[config.mk]
export PLATFORM = sky130hd
export DESIGN_NAME = sorted_deadline_timer_queue_flat
export DESIGN_NICKNAME = d
export VERILOG_FILES = /design/src/rtl/sdtq_pkg.sv /design/src/rtl/sdtq_if.sv /design/src/rtl/sdtq_cell.sv /design/src/rtl/sorted_deadline_timer_queue.sv /design/src/flat_wrapper.sv
export VERILOG_INCLUDE_DIRS = /design/src /design/src/rtl
export SDC_FILE = /design/constraint.sdc
export NUM_CORES = 2
export LEC_CHECK = 0
export ABC_AREA = 0
export BUFFER_PORTS_ARGS = -buffer_cell sky130_fd_sc_hd__buf_2
export CAP_MARGIN = 10
export CORE_UTILIZATION = 41
export DETAILED_ROUTE_END_ITERATION = 8
export PLACE_DENSITY_LB_ADDON = 0.2
export SLEW_MARGIN = 20
export SYNTH_ARGS = -nofsm -noshare
export SYNTH_HDL_FRONTEND = slang
export SYNTH_SLANG_ARGS = --single-unit
[constraint.sdc]
create_clock -name clk -period 7.2 [get_ports clk]
set_input_delay 1.44 -clock clk [delete_from_list [all_inputs] [get_ports clk]]
set_output_delay 1.44 -clock clk [all_outputs]
set_load 0.1 [all_outputs]
[src/rtl/sorted_deadline_timer_queue_defines.svh]
// Assertion macros for the sorted deadline timer queue.
// Used by the top level only; assumes signals clk and rst_n are in scope.
`ifndef SORTED_DEADLINE_TIMER_QUEUE_DEFINES_SVH
`define SORTED_DEADLINE_TIMER_QUEUE_DEFINES_SVH
`ifndef SYNTHESIS
`define SDTQ_ASSERT_NOW(lbl, ante, cons) \
    lbl: assert property (@(posedge clk) disable iff (!rst_n) (ante) |-> (cons)) \
        else $error("sdtq: same-cycle check failed");
`define SDTQ_ASSERT_NEXT(lbl, ante, cons) \
    lbl: assert property (@(posedge clk) disable iff (!rst_n) (ante) |=> (cons)) \
        else $error("sdtq: next-cycle check failed");
`else
`define SDTQ_ASSERT_NOW(lbl, ante, cons)
`define SDTQ_ASSERT_NEXT(lbl, ante, cons)
`endif
`endif

[src/rtl/sdtq_pkg.sv]
// Package for the sorted deadline timer queue: field widths, codes and shared types.
// No dependencies; used by the interfaces, the cell and the top level.
package sdtq_pkg;

    localparam int CMD_W       = 2;
    localparam int JOB_IN_W    = 8;
    localparam int TIME_IN_W   = 32;
    localparam int STATUS_W    = 3;
    localparam int PENDING_W   = 5;

    localparam int CAPACITY_DEF  = 16;
    localparam int TIME_BITS_DEF = 32;
    localparam int JOB_BITS_DEF  = 8;
    localparam int MAX_RESULTS   = 16;

    localparam logic [CMD_W-1:0] CMD_SCHEDULE = 2'd0;
    localparam logic [CMD_W-1:0] CMD_CANCEL   = 2'd1;
    localparam logic [CMD_W-1:0] CMD_TICK     = 2'd2;

    localparam logic [STATUS_W-1:0] STS_SCHEDULED = 3'd0;
    localparam logic [STATUS_W-1:0] STS_REJECTED  = 3'd1;
    localparam logic [STATUS_W-1:0] STS_CANCELLED = 3'd2;
    localparam logic [STATUS_W-1:0] STS_NOT_FOUND = 3'd3;
    localparam logic [STATUS_W-1:0] STS_EXPIRED   = 3'd4;
    localparam logic [STATUS_W-1:0] STS_NONE_DUE  = 3'd5;

    typedef enum logic [2:0] {
        CELL_HOLD,
        CELL_INSERT,
        CELL_REMOVE,
        CELL_SHIFT,
        CELL_MARK
    } cell_op_t;

    // Status one cell shows its neighbors.
    typedef struct packed {
        logic valid;
        logic keep;
        logic found;
        logic expired;
    } link_t;

    typedef enum logic [1:0] {
        FSM_IDLE,
        FSM_EXEC,
        FSM_EMIT
    } fsm_state_t;

endpackage

[src/rtl/sdtq_if.sv]
// Request and response channel interfaces of the sorted deadline timer queue.
// Depends on sdtq_pkg for the field widths.
interface sdtq_req_if;
    logic                               valid;
    logic                               ready;
    logic [sdtq_pkg::CMD_W-1:0]         cmd;
    logic [sdtq_pkg::JOB_IN_W-1:0]      job_id;
    logic [sdtq_pkg::TIME_IN_W-1:0]     delay;
    logic [sdtq_pkg::TIME_IN_W-1:0]     now;

    modport source (output valid, cmd, job_id, delay, now, input ready);
    modport sink (input valid, cmd, job_id, delay, now, output ready);
endinterface

interface sdtq_rsp_if;
    logic                               valid;
    logic                               ready;
    logic [sdtq_pkg::STATUS_W-1:0]      status;
    logic [sdtq_pkg::JOB_IN_W-1:0]      out_job;
    logic                               last;
    logic [sdtq_pkg::PENDING_W-1:0]     pending;

    modport source (output valid, status, out_job, last, pending, input ready);
    modport sink (input valid, status, out_job, last, pending, output ready);
endinterface

[src/rtl/sdtq_cell.sv]
// One slot of the timer table: a deadline, a job id, a valid bit and an expiry mark.
// Depends on sdtq_pkg; instantiated in a row by the top level.
module sdtq_cell #(
    parameter int TIME_BITS = sdtq_pkg::TIME_BITS_DEF,
    parameter int JOB_BITS  = sdtq_pkg::JOB_BITS_DEF
) (
    input  logic                 clk,
    input  logic                 rst_n,
    input  sdtq_pkg::cell_op_t   op,
    input  logic [TIME_BITS-1:0] key,
    input  logic [JOB_BITS-1:0]  new_job,
    input  logic                 exp_en,
    input  sdtq_pkg::link_t      prev_link,
    input  logic [TIME_BITS-1:0] prev_deadline,
    input  logic [JOB_BITS-1:0]  prev_job,
    input  sdtq_pkg::link_t      next_link,
    input  logic [TIME_BITS-1:0] next_deadline,
    input  logic [JOB_BITS-1:0]  next_job,
    output sdtq_pkg::link_t      link,
    output logic [TIME_BITS-1:0] deadline,
    output logic [JOB_BITS-1:0]  job
);

    logic                 valid_reg, valid_next;
    logic                 exp_reg, exp_next;
    logic [TIME_BITS-1:0] dl_reg, dl_next;
    logic [JOB_BITS-1:0]  job_reg, job_next;
    logic                 keep;
    logic                 found;

    // An entry stays put on insert when its deadline is not later than the new one.
    assign keep  = valid_reg && !(key < dl_reg);
    assign found = prev_link.found || (valid_reg && (job_reg == new_job));

    assign link     = '{valid: valid_reg, keep: keep, found: found, expired: exp_reg};
    assign deadline = dl_reg;
    assign job      = job_reg;

    always_comb
    begin
        valid_next = valid_reg;
        exp_next   = exp_reg;
        dl_next    = dl_reg;
        job_next   = job_reg;
        case (op)
            sdtq_pkg::CELL_INSERT:
            begin
                if (!keep)
                begin
                    if (prev_link.keep)
                    begin
                        valid_next = 1'b1;
                        dl_next    = key;
                        job_next   = new_job;
                    end
                    else
                    begin
                        valid_next = prev_link.valid;
                        dl_next    = prev_deadline;
                        job_next   = prev_job;
                    end
                end
            end
            sdtq_pkg::CELL_REMOVE:
            begin
                if (found)
                begin
                    valid_next = next_link.valid;
                    dl_next    = next_deadline;
                    job_next   = next_job;
                end
            end
            sdtq_pkg::CELL_SHIFT:
            begin
                valid_next = next_link.valid;
                exp_next   = next_link.expired;
                dl_next    = next_deadline;
                job_next   = next_job;
            end
            sdtq_pkg::CELL_MARK:
            begin
                exp_next = exp_en && valid_reg && (dl_reg < key);
            end
            default:
            begin
            end
        endcase
    end

    always_ff @(posedge clk or negedge rst_n)
    begin
        if (!rst_n)
        begin
            valid_reg <= 1'b0;
            exp_reg   <= 1'b0;
        end
        else
        begin
            valid_reg <= valid_next;
            exp_reg   <= exp_next;
        end
    end

    always_ff @(posedge clk)
    begin
        dl_reg  <= dl_next;
        job_reg <= job_next;
    end

endmodule

[src/rtl/sorted_deadline_timer_queue.sv]
// Top level of the sorted deadline timer queue: control sequencer and the row of cells.
// Depends on sdtq_pkg, sdtq_if.sv, sdtq_cell and sorted_deadline_timer_queue_defines.svh.
//
// Usage: items arrive on req (cmd, job_id, delay, now) under valid/ready and results
// leave on rsp (status, out_job, last, pending) from an output register.
// The table is a row of cells kept in ascending deadline order; every cell
// compares its deadline against a broadcast key and takes its own value or
// that of a neighbor in the same cycle.
// Schedule and cancel: the item is taken in IDLE and applied to the row in EXEC,
// which loads its single result into the output register; a new item is taken
// only once the block is back in IDLE.
// Tick: the item is taken in IDLE, EXEC marks the due cells, then EMIT gives one
// result per cycle while rsp does not stall, as the row shifts the earliest entry
// out; at most 16 expiries per tick. A tick with nothing due gives a single result.
// The block works on one item at a time; req.ready is high only while it is free.
// Reset empties the table at once. When rsp stalls, the finished result waits in
// the output register and the row holds until it has been taken.
`include "sorted_deadline_timer_queue_defines.svh"

module sorted_deadline_timer_queue #(
    parameter int CAPACITY  = sdtq_pkg::CAPACITY_DEF,
    parameter int TIME_BITS = sdtq_pkg::TIME_BITS_DEF,
    parameter int JOB_BITS  = sdtq_pkg::JOB_BITS_DEF
) (
    input logic        clk,
    input logic        rst_n,
    sdtq_req_if.sink   req,
    sdtq_rsp_if.source rsp
);

    localparam int CNT_W = $clog2(CAPACITY + 1);

    sdtq_pkg::fsm_state_t state_reg, state_next;

    logic [sdtq_pkg::CMD_W-1:0] cmd_reg;
    logic [JOB_BITS-1:0]        job_reg;
    logic [TIME_BITS-1:0]       key_reg;
    logic [CNT_W-1:0]           count_reg, count_next;

    logic                             out_valid_reg;
    logic [sdtq_pkg::STATUS_W-1:0]    out_status_reg;
    logic [sdtq_pkg::JOB_IN_W-1:0]    out_job_reg;
    logic                             out_last_reg;
    logic [sdtq_pkg::PENDING_W-1:0]   out_pending_reg;

    logic                   accept;
    logic                   out_free;
    logic [TIME_BITS-1:0]   now_val;
    logic [TIME_BITS:0]     due_sum;
    logic [TIME_BITS-1:0]   due_val;

    sdtq_pkg::cell_op_t            cell_op;
    logic                          load_out;
    logic [sdtq_pkg::STATUS_W-1:0] res_status;
    logic [JOB_BITS-1:0]           res_job;
    logic                          res_last;
    logic [CNT_W-1:0]              res_pending;

    sdtq_pkg::link_t      cell_link [CAPACITY];
    logic [TIME_BITS-1:0] cell_dl   [CAPACITY];
    logic [JOB_BITS-1:0]  cell_job  [CAPACITY];
    logic [CAPACITY-1:0]  valid_vec;
    logic [CAPACITY:0]    exp_ext;
    logic [CNT_W-1:0]     due_cnt;

    assign accept   = req.valid && req.ready;
    assign out_free = !out_valid_reg || rsp.ready;
    assign req.ready = (state_reg == sdtq_pkg::FSM_IDLE);

    // Deadline = now + delay, saturating at the all-ones time.
    assign now_val = TIME_BITS'(req.now);
    assign due_sum = {1'b0, now_val} + {1'b0, TIME_BITS'(req.delay)};
    assign due_val = due_sum[TIME_BITS] ? {TIME_BITS{1'b1}} : due_sum[TIME_BITS-1:0];

    // Row of cells.
    for (genvar i = 0; i < CAPACITY; i++)
    begin : g_cell
        sdtq_pkg::link_t      p_link;
        logic [TIME_BITS-1:0] p_dl;
        logic [JOB_BITS-1:0]  p_job;
        sdtq_pkg::link_t      n_link;
        logic [TIME_BITS-1:0] n_dl;
        logic [JOB_BITS-1:0]  n_job;

        if (i == 0)
        begin : g_head
            assign p_link = '{valid: 1'b1, keep: 1'b1, found: 1'b0, expired: 1'b0};
            assign p_dl   = '0;
            assign p_job  = '0;
        end
        else
        begin : g_body
            assign p_link = cell_link[i-1];
            assign p_dl   = cell_dl[i-1];
            assign p_job  = cell_job[i-1];
        end

        if (i == CAPACITY - 1)
        begin : g_tail
            assign n_link = '{valid: 1'b0, keep: 1'b0, found: 1'b0, expired: 1'b0};
            assign n_dl   = '0;
            assign n_job  = '0;
        end
        else
        begin : g_mid
            assign n_link = cell_link[i+1];
            assign n_dl   = cell_dl[i+1];
            assign n_job  = cell_job[i+1];
        end

        sdtq_cell #(
            .TIME_BITS (TIME_BITS),
            .JOB_BITS  (JOB_BITS)
        ) u_cell (
            .clk           (clk),
            .rst_n         (rst_n),
            .op            (cell_op),
            .key           (key_reg),
            .new_job       (job_reg),
            .exp_en        (i < sdtq_pkg::MAX_RESULTS),
            .prev_link     (p_link),
            .prev_deadline (p_dl),
            .prev_job      (p_job),
            .next_link     (n_link),
            .next_deadline (n_dl),
            .next_job      (n_job),
            .link          (cell_link[i]),
            .deadline      (cell_dl[i]),
            .job           (cell_job[i])
        );

        assign valid_vec[i] = cell_link[i].valid;
        assign exp_ext[i]   = cell_link[i].expired;
    end

    assign exp_ext[CAPACITY] = 1'b0;

    // The expiry marks form a run from cell 0; its length is the number still due.
    always_comb
    begin
        due_cnt = '0;
        for (int i = 0; i < CAPACITY; i++)
        begin
            if (exp_ext[i] && !exp_ext[i+1])
                due_cnt = due_cnt | CNT_W'(i + 1);
        end
    end

    // Next state.
    always_comb
    begin
        state_next = state_reg;
        unique case (state_reg)
            sdtq_pkg::FSM_IDLE:
            begin
                if (accept)
                    state_next = sdtq_pkg::FSM_EXEC;
            end
            sdtq_pkg::FSM_EXEC:
            begin
                if (cmd_reg == sdtq_pkg::CMD_TICK)
                    state_next = sdtq_pkg::FSM_EMIT;
                else if (cmd_reg != sdtq_pkg::CMD_SCHEDULE && cmd_reg != sdtq_pkg::CMD_CANCEL)
                    state_next = sdtq_pkg::FSM_IDLE;
                else if (out_free)
                    state_next = sdtq_pkg::FSM_IDLE;
            end
            sdtq_pkg::FSM_EMIT:
            begin
                if (out_free && due_cnt <= CNT_W'(1))
                    state_next = sdtq_pkg::FSM_IDLE;
            end
            default:
            begin
                state_next = sdtq_pkg::FSM_IDLE;
            end
        endcase
    end

    // Outputs of the sequencer: row operation, result and count update.
    always_comb
    begin
        cell_op     = sdtq_pkg::CELL_HOLD;
        load_out    = 1'b0;
        res_status  = sdtq_pkg::STS_NONE_DUE;
        res_job     = job_reg;
        res_last    = 1'b1;
        res_pending = count_reg;
        count_next  = count_reg;
        unique case (state_reg)
            sdtq_pkg::FSM_IDLE:
            begin
            end
            sdtq_pkg::FSM_EXEC:
            begin
                case (cmd_reg)
                    sdtq_pkg::CMD_SCHEDULE:
                    begin
                        if (out_free)
                        begin
                            load_out = 1'b1;
                            if (count_reg == CNT_W'(CAPACITY))
                                res_status = sdtq_pkg::STS_REJECTED;
                            else
                            begin
                                cell_op     = sdtq_pkg::CELL_INSERT;
                                res_status  = sdtq_pkg::STS_SCHEDULED;
                                count_next  = count_reg + CNT_W'(1);
                                res_pending = count_next;
                            end
                        end
                    end
                    sdtq_pkg::CMD_CANCEL:
                    begin
                        if (out_free)
                        begin
                            load_out = 1'b1;
                            if (cell_link[CAPACITY-1].found)
                            begin
                                cell_op     = sdtq_pkg::CELL_REMOVE;
                                res_status  = sdtq_pkg::STS_CANCELLED;
                                count_next  = count_reg - CNT_W'(1);
                                res_pending = count_next;
                            end
                            else
                                res_status = sdtq_pkg::STS_NOT_FOUND;
                        end
                    end
                    sdtq_pkg::CMD_TICK:
                    begin
                        cell_op = sdtq_pkg::CELL_MARK;
                    end
                    default:
                    begin
                    end
                endcase
            end
            sdtq_pkg::FSM_EMIT:
            begin
                if (out_free)
                begin
                    load_out = 1'b1;
                    if (due_cnt == '0)
                    begin
                        res_status = sdtq_pkg::STS_NONE_DUE;
                        res_job    = '0;
                    end
                    else
                    begin
                        // Every expiry of one tick reports the count left after the tick.
                        cell_op     = sdtq_pkg::CELL_SHIFT;
                        res_status  = sdtq_pkg::STS_EXPIRED;
                        res_job     = cell_job[0];
                        res_last    = (due_cnt == CNT_W'(1));
                        res_pending = count_reg - due_cnt;
                        count_next  = count_reg - CNT_W'(1);
                    end
                end
            end
            default:
            begin
            end
        endcase
    end

    always_ff @(posedge clk or negedge rst_n)
    begin
        if (!rst_n)
        begin
            state_reg     <= sdtq_pkg::FSM_IDLE;
            count_reg     <= '0;
            out_valid_reg <= 1'b0;
        end
        else
        begin
            state_reg <= state_next;
            count_reg <= count_next;
            if (load_out)
                out_valid_reg <= 1'b1;
            else if (rsp.ready)
                out_valid_reg <= 1'b0;
        end
    end

    always_ff @(posedge clk)
    begin
        if (accept)
        begin
            cmd_reg <= req.cmd;
            job_reg <= JOB_BITS'(req.job_id);
            key_reg <= (req.cmd == sdtq_pkg::CMD_TICK) ? now_val : due_val;
        end
        if (load_out)
        begin
            out_status_reg  <= res_status;
            out_job_reg     <= sdtq_pkg::JOB_IN_W'(res_job);
            out_last_reg    <= res_last;
            out_pending_reg <= sdtq_pkg::PENDING_W'(res_pending);
        end
    end

    assign rsp.valid   = out_valid_reg;
    assign rsp.status  = out_status_reg;
    assign rsp.out_job = out_job_reg;
    assign rsp.last    = out_last_reg;
    assign rsp.pending = out_pending_reg;

    `SDTQ_ASSERT_NOW(a_count_matches_row, 1'b1, $countones(valid_vec) == count_reg)
    `SDTQ_ASSERT_NOW(a_count_in_range, 1'b1, count_reg <= CNT_W'(CAPACITY))
    `SDTQ_ASSERT_NOW(a_emit_head_valid, state_reg == sdtq_pkg::FSM_EMIT && due_cnt != '0, valid_vec[0] && exp_ext[0])
    `SDTQ_ASSERT_NEXT(a_mark_then_emit, state_reg == sdtq_pkg::FSM_EXEC && cmd_reg == sdtq_pkg::CMD_TICK, state_reg == sdtq_pkg::FSM_EMIT)

endmodule

[src/flat_wrapper.sv]
// flat-port wrapper written by rule: the top's interface ports become plain ports
module sorted_deadline_timer_queue_flat 
#(
    parameter int CAPACITY  = sdtq_pkg::CAPACITY_DEF,
    parameter int TIME_BITS = sdtq_pkg::TIME_BITS_DEF,
    parameter int JOB_BITS  = sdtq_pkg::JOB_BITS_DEF
)
  (clk, rst_n, req_valid, req_cmd, req_job_id, req_delay, req_now, req_ready, rsp_valid, rsp_status, rsp_out_job, rsp_last, rsp_pending, rsp_ready);
  sdtq_req_if req_i ();
  sdtq_rsp_if rsp_i ();
  input logic clk;
  input logic rst_n;
  input wire logic [$bits(req_i.valid)-1:0] req_valid;
  input wire logic [$bits(req_i.cmd)-1:0] req_cmd;
  input wire logic [$bits(req_i.job_id)-1:0] req_job_id;
  input wire logic [$bits(req_i.delay)-1:0] req_delay;
  input wire logic [$bits(req_i.now)-1:0] req_now;
  output wire logic [$bits(req_i.ready)-1:0] req_ready;
  output wire logic [$bits(rsp_i.valid)-1:0] rsp_valid;
  output wire logic [$bits(rsp_i.status)-1:0] rsp_status;
  output wire logic [$bits(rsp_i.out_job)-1:0] rsp_out_job;
  output wire logic [$bits(rsp_i.last)-1:0] rsp_last;
  output wire logic [$bits(rsp_i.pending)-1:0] rsp_pending;
  input wire logic [$bits(rsp_i.ready)-1:0] rsp_ready;
  assign req_i.valid = req_valid;
  assign req_i.cmd = req_cmd;
  assign req_i.job_id = req_job_id;
  assign req_i.delay = req_delay;
  assign req_i.now = req_now;
  assign req_ready = req_i.ready;
  assign rsp_valid = rsp_i.valid;
  assign rsp_status = rsp_i.status;
  assign rsp_out_job = rsp_i.out_job;
  assign rsp_last = rsp_i.last;
  assign rsp_pending = rsp_i.pending;
  assign rsp_i.ready = rsp_ready;
  sorted_deadline_timer_queue #(.CAPACITY(CAPACITY), .TIME_BITS(TIME_BITS), .JOB_BITS(JOB_BITS)) u_core (.clk(clk), .rst_n(rst_n), .req(req_i), .rsp(rsp_i));
endmodule
==> summary.txt <==
Setup path
  – Worst Setup End Kind: register
  – Family with the most delay on the worst path: compound AO/OA/AOI/OAI gates
  – WP data arrival: approximately 5.7 ns
  – CP max stage cell: o31ai_1
  – CP Buf/Inv Count: 4
  – Worst path most repeated cell: buf_4
  – Kind of critical path: reg2reg
  – Crit path required time: 7.51 ns
  – Highest net fanout along the worst path: 33
  – Max incr delay on CP: 0.90 ns
  – Critical Path Start Type: register
  – CP cell instances: buf_4 -> clkinv_1 -> buf_4 -> ha_1 -> nor2b_1 -> o21ai_0 -> a21oi_1 -> o31ai_1 -> a31oi_1 -> o31ai_4 -> nor2_1 -> nor3_2 -> buf_4

Pwr
  – Switching share of power: 0.392
  – Internal: 10.7 mW
  – Overall power: ~18 mW
  – Register share of total power: 0.352
  – Power density cells: just over 300 mW/mm²
  – Combinational fraction of design power: 0.386
  – Sw power: approximately 6.9 mW
  – Maximum VDD drop: ~0.00017 V
  – Pleak: between 20 and 25 nW
  – Clk network pwr share: 0.262

Logic synthesis
  – Yosys reg bits: 739
  – Adder-cell area share of the yosys netlist: 0.134
  – Seq/Total Area, Yosys: 0.423
  – Fraction of registers with async set/reset: 0.0541
  – Syn avg cell area: approximately 9.6 µm²
  – Post-synthesis xor/xnor area fraction: 0.0271
  – Synth Flop Type: edfxtp_1
  – Yosys warnings: 0
  – Post-Synthesis Cells: approximately 5400
  – Post-synthesis compound-gate area fraction: 0.158
  – Synth cell count leaders: edfxtp_1, nand2_1, o21ai_0
  – Syn Nets: 6050
  – Distinct cells, synth: approximately 80
  – Largest area contributor in the netlist: edfxtp_1
  – Simple-gate share of the synthesized area: 0.120
  – Synth top area cells: edfxtp_1, ha_1, mux2i_1
  – Largest family of logic cells by synthesized area: compound AO/OA/AOI/OAI gates
  – Mapped Area: 0.0520 mm²
  – Post-synthesis mux area share: 0.0876
  – EDFF count, synth: around 700
  – Count leader, synth: edfxtp_1
  – Top cell type's share of synthesized area: 0.404

Finish
  – NumNets Final: ~6100
  – Layout cells sized above 1: 0.0804
  – Synthesis-to-layout area growth: 10.7%
  – Post-route insts no fill: a little over 7000
  – Max reg flops: a little over 500
  – ANT cells: 0

Placed design
  – Cell total after placement: between 6000 and 7000
  – Pre-CTS setup slack: approximately 1.3 ns
  – # port buffers: 96
  – DP HPWL: 123000 µm
  – Gpl congestion: 0.902

Floorplan
  – Row count: 130
  – Full die area: ~0.13 mm²
  – Core area: 0.126 mm²
  – Starting density of the core: 0.414
  – I/O pin cnt: 97
  – DIE HEIGHT: around 360 µm
  – Die width: 358 µm

Worst hold path
  – HP Class: reg2reg

STA
  – Setup tns final: 0 ns
  – Worst hold margin: 0.516 ns
  – Max Slew Vio Count: 0
  – Final critical-path required period: roughly 5.4 ns
  – Final Hold Viols: 0
  – Final period util: 0.751
  – Worst Max-Slew Pin Slew: 1.32 ns
  – Post-Route Skew: about 0.035 ns
  – Highest clock rate: ~0.18 GHz
  – Final setup viols: 0
  – RSZ-0062 raised after global routing: no
  – Max-slew headroom: 0.113
  – Setup ws final: 1.79 ns

Clock tree
  – CTS Buf Count: 89
  – CTS tree: built
  – Clk root buf: clkbuf_16
  – Clk slew on worst S/H paths: ~0.060 ns
  – CTS resizes: 0
  – Hold buffer count at cts: 0
  – Clk buf depth: 3
  – Clock tree sinks: 739
  – Total setup buffers inserted after CTS: 0
  – H-tree levels: 3
  – Worst skew pair latency: roughly 0.70 ns

Detailed routing
  – Initial DRC count: approximately 4000
  – Via count: about 42000
  – 1st-pass router iterations: 8
  – DRC: 0
  – WL per Instance: roughly 24 µm
  – Routed Wire Length: 171000 µm
  – Vias per cell: 5.85
  – Post-DRT Antenna Nets: 0

Global routing
  – Vias in the first global route: a little over 40000
  – GR Overflow Total: 0
  – First-pass GRT wire length: between 200000 and 300000 µm
  – Largest net degree at the start of global routing: 199
  – Gr usage total: 0.264
  – Initial antenna violation count: 2

Flow run
  – Max-cap check violation count: 0

Run status
  – Status: complete, no violations
==> power groups by stage <==
stage                     logic, mW  clock network, mW  registers, mW
after floorplan                4.47                  0           6.29
after global placement         6.57                  0           6.28
after detailed placement       6.71                  0           6.28
after CTS                      6.74               4.68           6.19
after global routing           7.49               4.83           6.25
final                          6.81               4.62           6.21
==> cells by family (layout without fill, tap and decap cells) <==
family,count (synthesis),after routing
AND/OR/NAND/NOR,1424,1424
AO/OA/AOI/OAI,1417,1417
flip-flops,739,739
buffers and inverters,670,749
adder cells (fa/ha/maj),555,555
multiplexers,451,451
XOR/XNOR,161,161
==> through the flow <==
| stage | instance area (µm²) | utilization |
|---|---|---|
| after floorplan | 52000 | - |
| after global placement | 54700 | 0.435 |
| after detailed placement | 54700 | 0.435 |
| after CTS | 57600 | 0.458 |
| after global routing | 57600 | 0.458 |
| final | 57600 | 0.458 |
==> final timing paths <==
check | from | endpoint | slack [ns] | cells past startpoint
worst max register to register | u_core.key_reg[0] | u_core.g_cell[14].u_cell.deadline[17] | 1.79 | 13
max in group asynchronous | rst_n | u_core.state_reg[1] | 5.60 | 1
worst min register to register | u_core.g_cell[5].u_cell.exp_reg | u_core.g_cell[4].u_cell.exp_reg | 0.52 | 1
min in group asynchronous | rst_n | u_core.count_reg[3] | 0.94 | 1
worst max-delay path | u_core.key_reg[0] | u_core.g_cell[14].u_cell.deadline[17] | 1.79 | 13
worst min-delay path | u_core.g_cell[5].u_cell.exp_reg | u_core.g_cell[4].u_cell.exp_reg | 0.52 | 1
==> layout make-up <==
cell class / instances / area (µm²)
Fill cell: 11963 / 68100
Multi-Input combinational cell: 4008 / 27700
Inverter: 358 / 1340
Clock inverter: 48 / 470
Clock buffer: 112 / 2430
Tap cell: 1650 / 2060
Sequential cell: 739 / 22000
Timing Repair Buffer: 231 / 1650
==> metal layers <==
metal / GRT usage / vias up / share of wire
met5: 0 / - / 0.00018
met2: 0.400 / 1270 / 0.43
li1: - / 19725 / -
met1: 0.378 / 20516 / 0.47
met4: 0.107 / 4 / 0.041
met3: 0.0332 / 258 / 0.056
==> layout by cell type (no fill, tap or decap), types with 42 or more instances in the layout <==
master | synthesis | routed
a211oi_1 | 100 | 91
a21o_1 | 69 | 68
a21oi_1 | 382 | 380
buf_2 | 91 | 96
buf_4 | 8 | 122
clkbuf_16 | 0 | 92
clkinv_1 | 33 | 52
edfxtp_1 | 699 | 699
ha_1 | 553 | 553
inv_1 | 325 | 324
mux2i_1 | 418 | 418
nand2_1 | 663 | 661
nand3_1 | 62 | 62
nand4_1 | 100 | 100
nor2_1 | 382 | 380
nor2b_1 | 42 | 42
nor3_1 | 55 | 52
o21ai_0 | 655 | 654
xnor2_1 | 118 | 118
xor2_1 | 43 | 43
Power figures use the tool's default switching activity.
